File: src/rtl/core/socd_last_input_priority_core_assert.svh
// Assertion shorthands for the SOCD cleaner core.
// Each macro expects clk and arst_n in scope.
`ifndef SOCD_LAST_INPUT_PRIORITY_CORE_ASSERT_SVH
`define SOCD_LAST_INPUT_PRIORITY_CORE_ASSERT_SVH

// Same-cycle implication
`define SOCD_ASSERT_IMP(lbl, ante, cons, msg) \
	lbl: assert property (@(posedge clk) disable iff (!arst_n) (ante) |-> (cons)) \
		else $error(msg);

// Next-cycle implication
`define SOCD_ASSERT_NXT(lbl, ante, cons, msg) \
	lbl: assert property (@(posedge clk) disable iff (!arst_n) (ante) |=> (cons)) \
		else $error(msg);

`endif

File: src/rtl/core/socd_pkg.sv
`timescale 1ns / 1ps
`default_nettype none

package socd_pkg;

	localparam int KEY_W       = 8;
	localparam int GRP_W       = 3;
	localparam int SLOT_W      = 12;
	localparam int CFG_IDX_W   = 3;
	localparam int SLOT_EN_BIT = 11;
	localparam int GRP_LSB     = 8;

	// One raw key event
	typedef struct packed {
		logic [KEY_W-1:0] key_code;
		logic             is_down;
		logic             injected;
		logic             bypass;
	} socd_item_t;

	// One emitted key event
	typedef struct packed {
		logic [KEY_W-1:0] key;
		logic             down;
		logic             synthesized;
		logic             last;
	} socd_result_t;

endpackage

`default_nettype wire

File: src/rtl/core/socd_slot_match.sv
`timescale 1ns / 1ps
`default_nettype none

module socd_slot_match import socd_pkg::*; #(
	parameter int NUM_SLOTS  = 8,
	parameter int NUM_GROUPS = 8
) (
	input  wire logic                 clk,
	input  wire logic                 arst_n,
	input  wire logic                 wr_en,
	input  wire logic [CFG_IDX_W-1:0] wr_index,
	input  wire logic [SLOT_W-1:0]    wr_data,
	input  wire socd_item_t           item,
	output logic                      hit,
	output logic [NUM_SLOTS-1:0]      slot_oh,
	output logic [NUM_GROUPS-1:0]     group_oh
);

	logic [SLOT_W-1:0]    slot_q [NUM_SLOTS];
	logic [NUM_SLOTS-1:0] match;

	// Store slot mapping registers; writes past the slot count drop
	always_ff @(posedge clk or negedge arst_n) begin
		if (!arst_n) begin
			for (int s = 0; s < NUM_SLOTS; s++) slot_q[s] <= '0;
		end else if (wr_en) begin
			for (int s = 0; s < NUM_SLOTS; s++) begin
				if (wr_index == CFG_IDX_W'(s)) slot_q[s] <= wr_data;
			end
		end
	end

	// Compare every slot in parallel
	always_comb begin
		for (int s = 0; s < NUM_SLOTS; s++) begin
			match[s] = slot_q[s][SLOT_EN_BIT]
				&& (slot_q[s][KEY_W-1:0] == item.key_code)
				&& (slot_q[s][KEY_W-1:0] != '0)
				&& (32'(slot_q[s][GRP_LSB +: GRP_W]) < NUM_GROUPS);
		end
	end

	// Keep the lowest matching slot, then decode its group
	always_comb begin
		slot_oh  = match & (~match + NUM_SLOTS'(1));
		hit      = (match != '0) && !item.injected && !item.bypass;
		group_oh = '0;
		for (int s = 0; s < NUM_SLOTS; s++) begin
			for (int g = 0; g < NUM_GROUPS; g++) begin
				if (slot_oh[s] && (slot_q[s][GRP_LSB +: GRP_W] == GRP_W'(g)))
					group_oh[g] = 1'b1;
			end
		end
	end

endmodule

`default_nettype wire

File: src/rtl/core/socd_group_ctrl.sv
`timescale 1ns / 1ps
`default_nettype none

module socd_group_ctrl import socd_pkg::*; #(
	parameter int NUM_SLOTS  = 8,
	parameter int NUM_GROUPS = 8
) (
	input  wire logic              clk,
	input  wire logic              arst_n,
	input  wire logic              fire,
	input  wire socd_item_t        item,
	input  wire logic              hit,
	input  wire logic [NUM_SLOTS-1:0]  slot_oh,
	input  wire logic [NUM_GROUPS-1:0] group_oh,
	output socd_result_t [1:0]     res,
	output logic [1:0]             n_res
);

	logic [NUM_SLOTS-1:0] key_held_q;
	logic [KEY_W-1:0]     active_q   [NUM_GROUPS];
	logic [KEY_W-1:0]     previous_q [NUM_GROUPS];

	logic             held;
	logic [KEY_W-1:0] act;
	logic [KEY_W-1:0] prev;
	logic [KEY_W-1:0] prev_kept;
	logic             held_n;
	logic [KEY_W-1:0] act_n;
	logic [KEY_W-1:0] prev_n;

	// Read the selected slot and group
	always_comb begin
		held = |(key_held_q & slot_oh);
		act  = '0;
		prev = '0;
		for (int g = 0; g < NUM_GROUPS; g++) begin
			if (group_oh[g]) begin
				act  = act | active_q[g];
				prev = prev | previous_q[g];
			end
		end
	end

	// Resolve last-input priority for one event
	always_comb begin
		held_n    = held;
		act_n     = act;
		prev_kept = (prev == item.key_code && !held) ? '0 : prev;
		prev_n    = prev;
		res       = '0;
		n_res     = 2'd0;
		if (!hit) begin
			res[0] = '{key: item.key_code, down: item.is_down, synthesized: 1'b0, last: 1'b1};
			n_res  = 2'd1;
		end else if (item.is_down) begin
			if (!held) begin
				held_n = 1'b1;
				act_n  = item.key_code;
				res[0] = '{key: item.key_code, down: 1'b1, synthesized: 1'b1, last: 1'b1};
				n_res  = 2'd1;
				if (act != '0 && act != item.key_code) begin
					prev_n        = act;
					res[0].last   = 1'b0;
					res[1]        = '{key: act, down: 1'b0, synthesized: 1'b1, last: 1'b1};
					n_res         = 2'd2;
				end
			end
		end else begin
			prev_n = prev_kept;
			if (held) begin
				held_n = 1'b0;
				prev_n = '0;
				res[0] = '{key: item.key_code, down: 1'b0, synthesized: 1'b1, last: 1'b1};
				n_res  = 2'd1;
				if (act == item.key_code && prev_kept != '0) begin
					act_n       = prev_kept;
					res[0].last = 1'b0;
					res[1]      = '{key: prev_kept, down: 1'b1, synthesized: 1'b1, last: 1'b1};
					n_res       = 2'd2;
				end else if (act == item.key_code) begin
					act_n = '0;
				end
			end
		end
	end

	// Commit held flag and group keys on each processed event that hits a slot
	always_ff @(posedge clk or negedge arst_n) begin
		if (!arst_n) begin
			key_held_q <= '0;
			for (int g = 0; g < NUM_GROUPS; g++) begin
				active_q[g]   <= '0;
				previous_q[g] <= '0;
			end
		end else if (fire && hit) begin
			for (int s = 0; s < NUM_SLOTS; s++) begin
				if (slot_oh[s]) key_held_q[s] <= held_n;
			end
			for (int g = 0; g < NUM_GROUPS; g++) begin
				if (group_oh[g]) begin
					active_q[g]   <= act_n;
					previous_q[g] <= prev_n;
				end
			end
		end
	end

endmodule

`default_nettype wire

File: src/rtl/core/socd_out_queue.sv
`timescale 1ns / 1ps
`default_nettype none

module socd_out_queue import socd_pkg::*; (
	input  wire logic               clk,
	input  wire logic               arst_n,
	input  wire logic [1:0]         push_n,
	input  wire socd_result_t [1:0] push_res,
	output logic                    space,
	output logic                    dst_valid,
	input  wire logic               dst_stall,
	output socd_result_t            head
);

	localparam int DEPTH = 4;
	localparam int PTR_W = $clog2(DEPTH);
	localparam int CNT_W = $clog2(DEPTH + 1);

	socd_result_t     ent_q [DEPTH];
	logic [PTR_W-1:0] rd_ptr_q;
	logic [PTR_W-1:0] wr_ptr_q;
	logic [CNT_W-1:0] count_q;
	logic             pop;

	assign dst_valid = (count_q != '0);
	assign head      = ent_q[rd_ptr_q];
	assign pop       = dst_valid && !dst_stall;
	assign space     = (count_q <= CNT_W'(DEPTH - 2));

	// Store up to two results per cycle
	always_ff @(posedge clk) begin
		if (push_n != 2'd0) ent_q[wr_ptr_q] <= push_res[0];
		if (push_n == 2'd2) ent_q[wr_ptr_q + PTR_W'(1)] <= push_res[1];
	end

	// Advance pointers and occupancy
	always_ff @(posedge clk or negedge arst_n) begin
		if (!arst_n) begin
			rd_ptr_q <= '0;
			wr_ptr_q <= '0;
			count_q  <= '0;
		end else begin
			wr_ptr_q <= wr_ptr_q + PTR_W'(push_n);
			if (pop) rd_ptr_q <= rd_ptr_q + PTR_W'(1);
			count_q <= count_q + CNT_W'(push_n) - CNT_W'(pop);
		end
	end

endmodule

`default_nettype wire

File: src/rtl/core/socd_last_input_priority_core.sv
`timescale 1ns / 1ps
`default_nettype none

// SOCD cleaner, last-input priority. Each accepted key event is held in one
// input register, matched against all slot registers in parallel and
// resolved against its group's active and overridden key in the same cycle;
// the zero, one or two resulting events go into a four-entry output queue.
// A new event is taken every cycle as long as the queue has room for two
// results (at most two entries waiting), so the sustained rate is one
// event per cycle while the result side keeps up and each event gives at
// most one result; events that give two results are drained at one result
// per cycle while dst_stall is low. Slot registers may only be written
// while no event is in flight.
module socd_last_input_priority_core import socd_pkg::*; #(
	parameter int NUM_SLOTS  = 8,
	parameter int NUM_GROUPS = 8
) (
	input  wire logic                 clk,
	input  wire logic                 arst_n,
	input  wire logic                 wr_en,
	input  wire logic [CFG_IDX_W-1:0] wr_index,
	input  wire logic [SLOT_W-1:0]    wr_data,
	input  wire logic                 src_valid,
	output logic                      src_stall,
	input  wire logic [KEY_W-1:0]     key_code,
	input  wire logic                 is_down,
	input  wire logic                 injected,
	input  wire logic                 bypass,
	output logic                      dst_valid,
	input  wire logic                 dst_stall,
	output logic [KEY_W-1:0]          out_key,
	output logic                      out_down,
	output logic                      synthesized,
	output logic                      last
);

	logic                valid_s1;
	socd_item_t          item_s1;
	logic                space;
	logic                fire;
	logic                hit;
	logic [NUM_SLOTS-1:0]  slot_oh;
	logic [NUM_GROUPS-1:0] group_oh;
	socd_result_t [1:0]  res;
	logic [1:0]          n_res;
	logic [1:0]          push_n;
	socd_result_t        head;

	assign fire      = valid_s1 && space;
	assign src_stall = valid_s1 && !space;
	assign push_n    = fire ? n_res : 2'd0;

	// Hold the accepted event until it can be processed
	always_ff @(posedge clk or negedge arst_n) begin
		if (!arst_n) begin
			valid_s1 <= 1'b0;
		end else if (src_valid && !src_stall) begin
			valid_s1 <= 1'b1;
		end else if (fire) begin
			valid_s1 <= 1'b0;
		end
	end

	always_ff @(posedge clk) begin
		if (src_valid && !src_stall)
			item_s1 <= '{key_code: key_code, is_down: is_down,
				injected: injected, bypass: bypass};
	end

	socd_slot_match #(
		.NUM_SLOTS  (NUM_SLOTS),
		.NUM_GROUPS (NUM_GROUPS)
	) u_match (
		.clk      (clk),
		.arst_n   (arst_n),
		.wr_en    (wr_en),
		.wr_index (wr_index),
		.wr_data  (wr_data),
		.item     (item_s1),
		.hit      (hit),
		.slot_oh  (slot_oh),
		.group_oh (group_oh)
	);

	socd_group_ctrl #(
		.NUM_SLOTS  (NUM_SLOTS),
		.NUM_GROUPS (NUM_GROUPS)
	) u_group (
		.clk      (clk),
		.arst_n   (arst_n),
		.fire     (fire),
		.item     (item_s1),
		.hit      (hit),
		.slot_oh  (slot_oh),
		.group_oh (group_oh),
		.res      (res),
		.n_res    (n_res)
	);

	socd_out_queue u_queue (
		.clk       (clk),
		.arst_n    (arst_n),
		.push_n    (push_n),
		.push_res  (res),
		.space     (space),
		.dst_valid (dst_valid),
		.dst_stall (dst_stall),
		.head      (head)
	);

	assign out_key     = head.key;
	assign out_down    = head.down;
	assign synthesized = head.synthesized;
	assign last        = head.last;

`include "socd_last_input_priority_core_assert.svh"

	`SOCD_ASSERT_IMP(a_fwd_single, fire && !hit, n_res == 2'd1, "forwarded event must give one result")
	`SOCD_ASSERT_IMP(a_pair_opposite, fire && n_res == 2'd2, res[0].down != res[1].down, "result pair must be one press and one release")
	`SOCD_ASSERT_NXT(a_pair_queued, fire && n_res == 2'd2, dst_valid, "result pair not visible after transfer")
	`SOCD_ASSERT_IMP(a_fwd_last, dst_valid && !synthesized, last, "forwarded result must close its event")

endmodule

`default_nettype wire

File: config.mk
export PLATFORM = sky130hd
export DESIGN_NAME = socd_last_input_priority_core
export DESIGN_NICKNAME = d
export VERILOG_FILES = /design/src/rtl/core/socd_pkg.sv /design/src/rtl/core/socd_slot_match.sv /design/src/rtl/core/socd_group_ctrl.sv /design/src/rtl/core/socd_out_queue.sv /design/src/rtl/core/socd_last_input_priority_core.sv
export VERILOG_INCLUDE_DIRS = /design/src /design/src/rtl/core
export SDC_FILE = /design/constraint.sdc
export NUM_CORES = 1
export LEC_CHECK = 0
export ABC_AREA = 1
export BUFFER_PORTS_ARGS = -buffer_cell sky130_fd_sc_hd__buf_2
export CORE_AREA = 2 2 190 192
export DETAILED_ROUTE_END_ITERATION = 12
export DIE_AREA = 0 0 192 194
export PLACE_DENSITY = 0.66
export SYNTH_ARGS = -nofsm -noshare
export SYNTH_HDL_FRONTEND = slang
export SYNTH_SLANG_ARGS = --single-unit
File: constraint.sdc
create_clock -name clk -period 4.85 [get_ports clk]
set_clock_uncertainty 0.05 [all_clocks]
set_input_delay 0.2425 -clock clk [delete_from_list [all_inputs] [get_ports clk]]
set_output_delay 0.2425 -clock clk [all_outputs]
set_load 0.01 [all_outputs]
; ---- After elaboration in Yosys (flattened, before gate mapping)
; Memories as Yosys holds them, arrays and structs flattened.
; Index checks and enable logic that the tools add are counted.
[word_totals]
regBits = 251
latchBits = 0
mem_bits_rw = 44
rom_bits = 0
in_bits = 31
output_inout_bits = 13
word_cells = 400
n_memories = 1
[mem_list]
columns = memory, words, width, rd, rd_ports_with_merged_regs, wr, line
row1 = u_queue.ent_q, 4, 11, 1, 0, 2, socd_out_queue.sv:19  ; socd_result_t ent_q [DEPTH];
[op_classes]
add_sub_neg = 6
n_mul = 0
div_mod_pow = 0
order_cmp = 1
n_eq_ne = 75
shift = 0
mux = 116
bitwise_logic = 17
reduce_logical = 144
[ops]
columns = op, n
row1 = $mux 8, 28
row2 = $or 8x8->8, 14
row3 = $eq 3x3->1 const B, 36
row4 = $logic_and 1x1->1, 90
row5 = $reduce_bool 8->1, 11
row6 = $eq 8x8->1, 10
row7 = $mux 1, 74
row8 = $mux 22, 3
row9 = $eq 3x2->1 const B, 18
row10 = $reduce_and 2->1, 24
row11 = $mux 11, 4
row12 = $eq 3x1->1 const B, 9
row13 = $logic_not 3->1, 9
row14 = $and 8x8->8, 2
row15 = $mux 2, 7
row16 = $add 8x1->8 const B, 1
row17 = $ne 8x8->1, 1
row18 = $not 8->8, 1
row19 = $reduce_or 8->1, 1
row20 = $logic_not 1->1, 6
row21 = $add 2x1->2 const B, 2
row22 = $reduce_bool 2->1, 2
row23 = $add 3x2->3, 1
row24 = $le 3x2->1 const B, 1
row25 = 4 further kinds, 4

; ---- Depth between registers and ports, before layout
[depth]
ltp_word = 43
ltp_mapped = 38
depth_no_buf = 35

; ---- Cells and area by module
; From an unflattened synthesis, not the netlist that was laid out.
[unflattened]
hier_cells = 2436
hier_area_um2 = 17048.9
[by_module_without_submodules]
columns = module, instances, cells_each, area_each_um2, seq_area_each_um2
row1 = socd_group_ctrl, 1, 1088, 7576.0, 3403.3
row2 = socd_slot_match, 1, 973, 6292.3, 2402.3
row3 = socd_out_queue, 1, 351, 2777.7, 1496.4
row4 = socd_last_input_priority_core, 1, 24, 402.9, 355.3

; ---- Worst setup path before layout
; Ideal clock, no wire load.
[synth_timing]
path_type = reg-to-reg
startpoint = register item_s1[9] (netlist name)
endpoint = register u_queue.count_q[2]
setup_ps = 129
t_arrival_ps = 4114
required_time_ps = 4671
slack_ps = 557
stages_incl_launch_ff = 31
path_buffers = 3
synth_period_minus_slack_ps = 4293
cell_sequence = edfxtp_1 -> inv_2 -> buf_6 -> nand2_1 -> nand2_1 -> nand2_1 -> nor2_2 -> nand3_2 -> nand2_4 -> nor2_2 -> buf_6 -> buf_6 -> nand4_2 -> nand3_1 -> nor2_2 -> nand3_2 -> nand2_1 -> nand2_1 -> nor2_1 -> nand2_1 -> xor2_1 -> nand2_1 -> nor2_2 -> nand2_4 -> nand3_4 -> a21oi_4 -> nand2_1 -> ha_1 -> fa_1 -> xnor2_1 -> xor2_1
[synth_between]
elab_chain_cells = 42
elab_cells_between_ends = 209
cone_classes = 3 x add/sub / 11 x eq/ne / 88 x mux / 17 x bitwise / 90 x reduce/logical
[synth_lines]
columns = item, line
row1 = start: declaration, socd_last_input_priority_core.sv:38  ; socd_item_t item_s1;
row2 = start signal: assignment, socd_last_input_priority_core.sv:66  ; item_s1 <= '{key_code: key_code, is_down: is_down,
row3 = $eq 8x8->1, socd_slot_match.sv:37  ; && (slot_q[s][KEY_W-1:0] == item.key_code)
row4 = $logic_and 1x1->1, socd_slot_match.sv:37
row5 = $logic_and 1x1->1, socd_slot_match.sv:38  ; && (slot_q[s][KEY_W-1:0] != '0)
row6 = $not 8->8, socd_slot_match.sv:45  ; slot_oh = match & (~match + NUM_SLOTS'(1));
row7 = $add 8x1->8, socd_slot_match.sv:45
row8 = $and 8x8->8, socd_slot_match.sv:45
row9 = $logic_and 1x1->1, socd_slot_match.sv:50  ; if (slot_oh[s] && (slot_q[s][GRP_LSB +: GRP_W] == GRP_W'(g)))
row10 = $mux 1 (8 in series), socd_slot_match.sv:50
row11 = [... 19 more ...], -
row12 = $logic_and 1x1->1, socd_group_ctrl.sv:75  ; if (act == item.key_code && prev_kept != '0) begin
row13 = $mux 2, socd_group_ctrl.sv:75
row14 = $mux 2, socd_group_ctrl.sv:70  ; if (held) begin
row15 = $mux 2, socd_group_ctrl.sv:55  ; end else if (item.is_down) begin
row16 = $mux 2 (*), socd_group_ctrl.sv:52  ; if (!hit) begin
row17 = $mux 2 (*), socd_last_input_priority_core.sv:51  ; assign push_n = fire ? n_res : 2'd0;
row18 = $add 3x2->3 (*), socd_out_queue.sv:45  ; count_q <= count_q + CNT_W'(push_n) - CNT_W'(pop);
row19 = $sub 3x1->3 (*), socd_out_queue.sv:45
row20 = end signal: assignment, socd_out_queue.sv:45
row21 = end: declaration, socd_out_queue.sv:22  ; logic [CNT_W-1:0] count_q;
; Every way passes the cells marked *; elsewhere a longest branch is shown, timed or not.
; A chain may end at the register's enable or synchronous reset.

; ---- Final worst setup path
; Ends and elaborated chain as after synthesis.

==> results.sh <==
export IMPL_finalPower_uw=8400
export IMPL_slew_headroom_pct=26.5
export IMPL_final_cells=3266
export IMPL_swShare_pct=34.7
export IMPL_comb_power_share_pct=28.8
export IMPL_ys_types=46
export IMPL_synth_adder_area_share_pct=0.474
export IMPL_ys_warn_count=0
export IMPL_grt_overflow_total=0
export IMPL_synth_xor_area_share_pct=0.904
export IMPL_num_vias=18300
export IMPL_rsz0062_at_grt="yes"
export IMPL_slew_violations=0
export IMPL_cpPeakStageDelay_ps=520
export IMPL_place_inst=3114
export IMPL_power_density_nw_per_um2=368
export IMPL_crit_top_cell="nand2_2"
export IMPL_mostFrequentLayoutCell="nand2_1"
export IMPL_p_int_uw=5480
export IMPL_synth_avg_cell_area_um2=7.03
export IMPL_place_gp_congestion=0.942
export IMPL_drive_gt1_share_pct=22.5
export IMPL_cts_root_buf="clkbuf_16"
export IMPL_hold_end="u_match.slot_q[11]"
export IMPL_area_growth_pct=31.0
export IMPL_die_y_um=194
export IMPL_grt_usage_pct=33.6
export IMPL_regArea_um2=7660
export IMPL_ant_nets=0
export IMPL_syn_cell_area_um2=17400
export IMPL_die_area_um2=37200
export IMPL_first_pass_iters=8
export IMPL_layout_setup_ws_ps=-8.22
export IMPL_peakVddDrop_v=0.000304
export IMPL_wl_per_cell_um=19.5
export IMPL_final_cell_mix="nand2_1 (909), dfrtp_1 (240), buf_4 (209)"
export IMPL_cts_tree="done"
export IMPL_drv_cap=0
export IMPL_start_util_pct=49.5
export IMPL_synth_fp_nets=2518
export IMPL_period_minus_slack_ps=4860
export IMPL_worst_pin_slew_ps=1100
export IMPL_routed_wl_mm=63.7
export IMPL_port_buffers=43
export IMPL_cp_data_required_time_ps=5230
export IMPL_start_kind="register"
export IMPL_r2r_start="item_s1[9]"
export IMPL_ys_ff_latch=295
export IMPL_drtIter0Drc=1826
export IMPL_clock_path_buffers=3
export IMPL_seq_power_share_pct=37.8
export IMPL_setup_viol=1
export IMPL_hold_path_class="in2reg"
export IMPL_n_fill_cell=3058
export IMPL_worstPathArrival_ps=5240
export IMPL_cts_buffers_inserted=36
export IMPL_violations="setup timing"
export IMPL_num_io_pins=44
export IMPL_synth_simple_gate_area_share_pct=40.1
export IMPL_synth_async_sr_flop_share_pct=81.4
export IMPL_p_switching_uw=2920
export IMPL_path_class="reg2reg"
export IMPL_synth_compound_area_share_pct=7.83
export IMPL_design_core_area_um2=35200
export IMPL_fp_row_count=69
export IMPL_status="complete, but fails checks"
export IMPL_grt_pass1_wl_mm=96.6
export IMPL_critical_path_startpoint="item_s1[9]"
export IMPL_clock_sinks=295
export IMPL_antenna_found_initial=0
export IMPL_min_path_cells=6
export IMPL_finalHoldViolCount=0
export IMPL_reg2reg_to="u_queue.count_q[2]"
export IMPL_drc=0
export IMPL_crit_fanout=8
export IMPL_ff2ff_path_depth=34
export IMPL_synthMuxAreaShare_pct=0
export IMPL_end_kind="register"
export IMPL_max_freq_mhz=206
export IMPL_die_w_um=192
export IMPL_ys_flop_type="dfrtp_1"
export IMPL_seq_area_frac_synth_pct=43.9
export IMPL_leakagePower_uw=0.0118
export IMPL_synth_top_family_by_area="simple AND/OR/NAND/NOR gates"
export IMPL_grt_start_max_net_pins=124
export IMPL_dpl_hpwl_mm=44.3
export IMPL_hold_start="wr_index[2]"
export IMPL_insertion_delay_ps=570
export IMPL_post_drt_via_cell_ratio=5.61
export IMPL_synth_edf_count=55
export IMPL_finalCritPeriodShare_pct=100
export IMPL_nNetsFinal=2816
export IMPL_syn_inst=2481
export IMPL_first_global_vias=17400
export IMPL_multi_input_area_um2=9700
export IMPL_clkPwrFrac_pct=33.4
export IMPL_htreeDepth=2
export IMPL_reg2reg_slack_ps=-8
export IMPL_crit_slowest_cell="edfxtp_1"
export IMPL_diodes=0
export IMPL_clk_pin_slew_worst_paths_ps=60
## worst max-delay path by stage
stage	to	slack, ps	depth (start not counted)
after detailed placement	u_queue.count_q[2]	-200	36
after floorplan	u_queue.count_q[2]	560	30
after CTS	u_queue.count_q[2]	0.9	34
after global placement	u_queue.count_q[2]	-220	35
final	u_queue.count_q[2]	-8	34
after global routing	u_queue.count_q[2]	-270	34
## stage by stage
step | hold WS, ps | setup slack [ps] | util [%] | setup TNS [ps] | area, µm²
6_report | 255 | -8.22 | 64.9 | -8.22 | 22800
4_1_cts | 242 | 0.881 | 60.7 | 0 | 21400
3_5_place_dp | 355 | -204 | 55.4 | -256 | 19500
3_3_place_gp | 345 | -217 | 55.4 | -286 | 19500
2_1_floorplan | -103 | 557 | - | 0 | 17400
5_1_grt | 296 | -267 | 64.9 | -5870 | 22800
## cell type report
cell class                 count  share of cell area, %
multi-input combinational   1905                   42.4
timing repair buffer         333                   12.7
clock inverter                14                  0.800
clock buffer                  50                   4.57
sequential                   295                   33.5
inverter                     208                   3.47
tap                          461                   2.52
## power by group through the flow
| stage | combinational, µW | sequential, µW | clock (µW) |
|---|---|---|---|
| after global routing | 2680 | 3210 | 2950 |
| final | 2420 | 3170 | 2810 |
| after detailed placement | 2110 | 3200 | 0 |
| after CTS | 2180 | 3160 | 2840 |
| after global placement | 2080 | 3190 | 0 |
| after floorplan | 1340 | 3070 | 0 |
## critical path, delay by kind of cell, from the launching register on
family / cells / cell delay (ps)
adders and majority gates: 2 / 480
xor gates and xnor gates: 3 / 480
and+or+nand+nor: 22 / 2380
AOI/OAI and AO/OA: 1 / 90
DFF: 1 / 520
buffers and inverters: 6 / 720
## metal layers
| layer | vias to the layer above | routed length, µm | GRT usage (%) |
|---|---|---|---|
| li1 | 8668 | - | - |
| met1 | 8644 | 25700 | 45.0 |
| met2 | 826 | 30100 | 54.6 |
| met3 | 168 | 5180 | 5.14 |
| met4 | 0 | 2680 | 13.1 |
| met5 | - | 0 | 0 |
## cell usage after synthesis, types with 3 or more instances
cell type  count  share of area [%]
edfxtp_1      55                9.5
nand3_1      226                6.5
nand3_4        6               0.60
nand4_2        5               0.36
nor4_1         4               0.14
or2_2          4               0.14
nor2_1       231                5.0
nand2_1      984                 21
ha_1           5               0.36
nand2_2       11               0.39
nand4_1       65                2.3
o221ai_1       5               0.25
inv_1        192                4.1
nand2_4        3               0.19
nand3_2       11               0.63
clkinv_1       6               0.13
o22ai_1       12               0.43
o211ai_1       8               0.34
nor2_2        17               0.61
xor2_1        16               0.80
inv_2         10               0.22
buf_4          6               0.26
nor3_1        50                1.4
clkbuf_1      47                1.0
buf_2         12               0.34
o21ai_0      164                4.7
o31ai_1        6               0.26
buf_6         11               0.71
dfrtp_1      240                 34
a21oi_1       17               0.49
o21ai_1       30               0.86
## sequential cells by signal (all words and copies together) (netlist names)
signal,flops
u_queue.count_q,3
valid_s1,1
u_queue.rd_ptr_q,2
u_group.previous_q,64
u_group.active_q,64
u_queue.wr_ptr_q,2
u_queue.ent_q,44
u_group.key_held_q,8
u_match.slot_q,96
item_s1,11
## logic make-up after synthesis
logic type	count (synthesis)
buffers and inverters	285
xor gates and xnor gates	18
DFF	295
adders and majority gates	6
AOI/OAI and AO/OA	252
and+or+nand+nor	1625
## repair_timing
action,4_1_cts,5_1_grt
gates cloned,1,7
setup buffers,15,45
pin swaps,27,151
gates resized for setup,56,267
hold endpoints to repair,147,0
hold buffers,26,0
endpoints found under the setup margin,3,208
No activity file was read; power rests on OpenSTA's default activity.
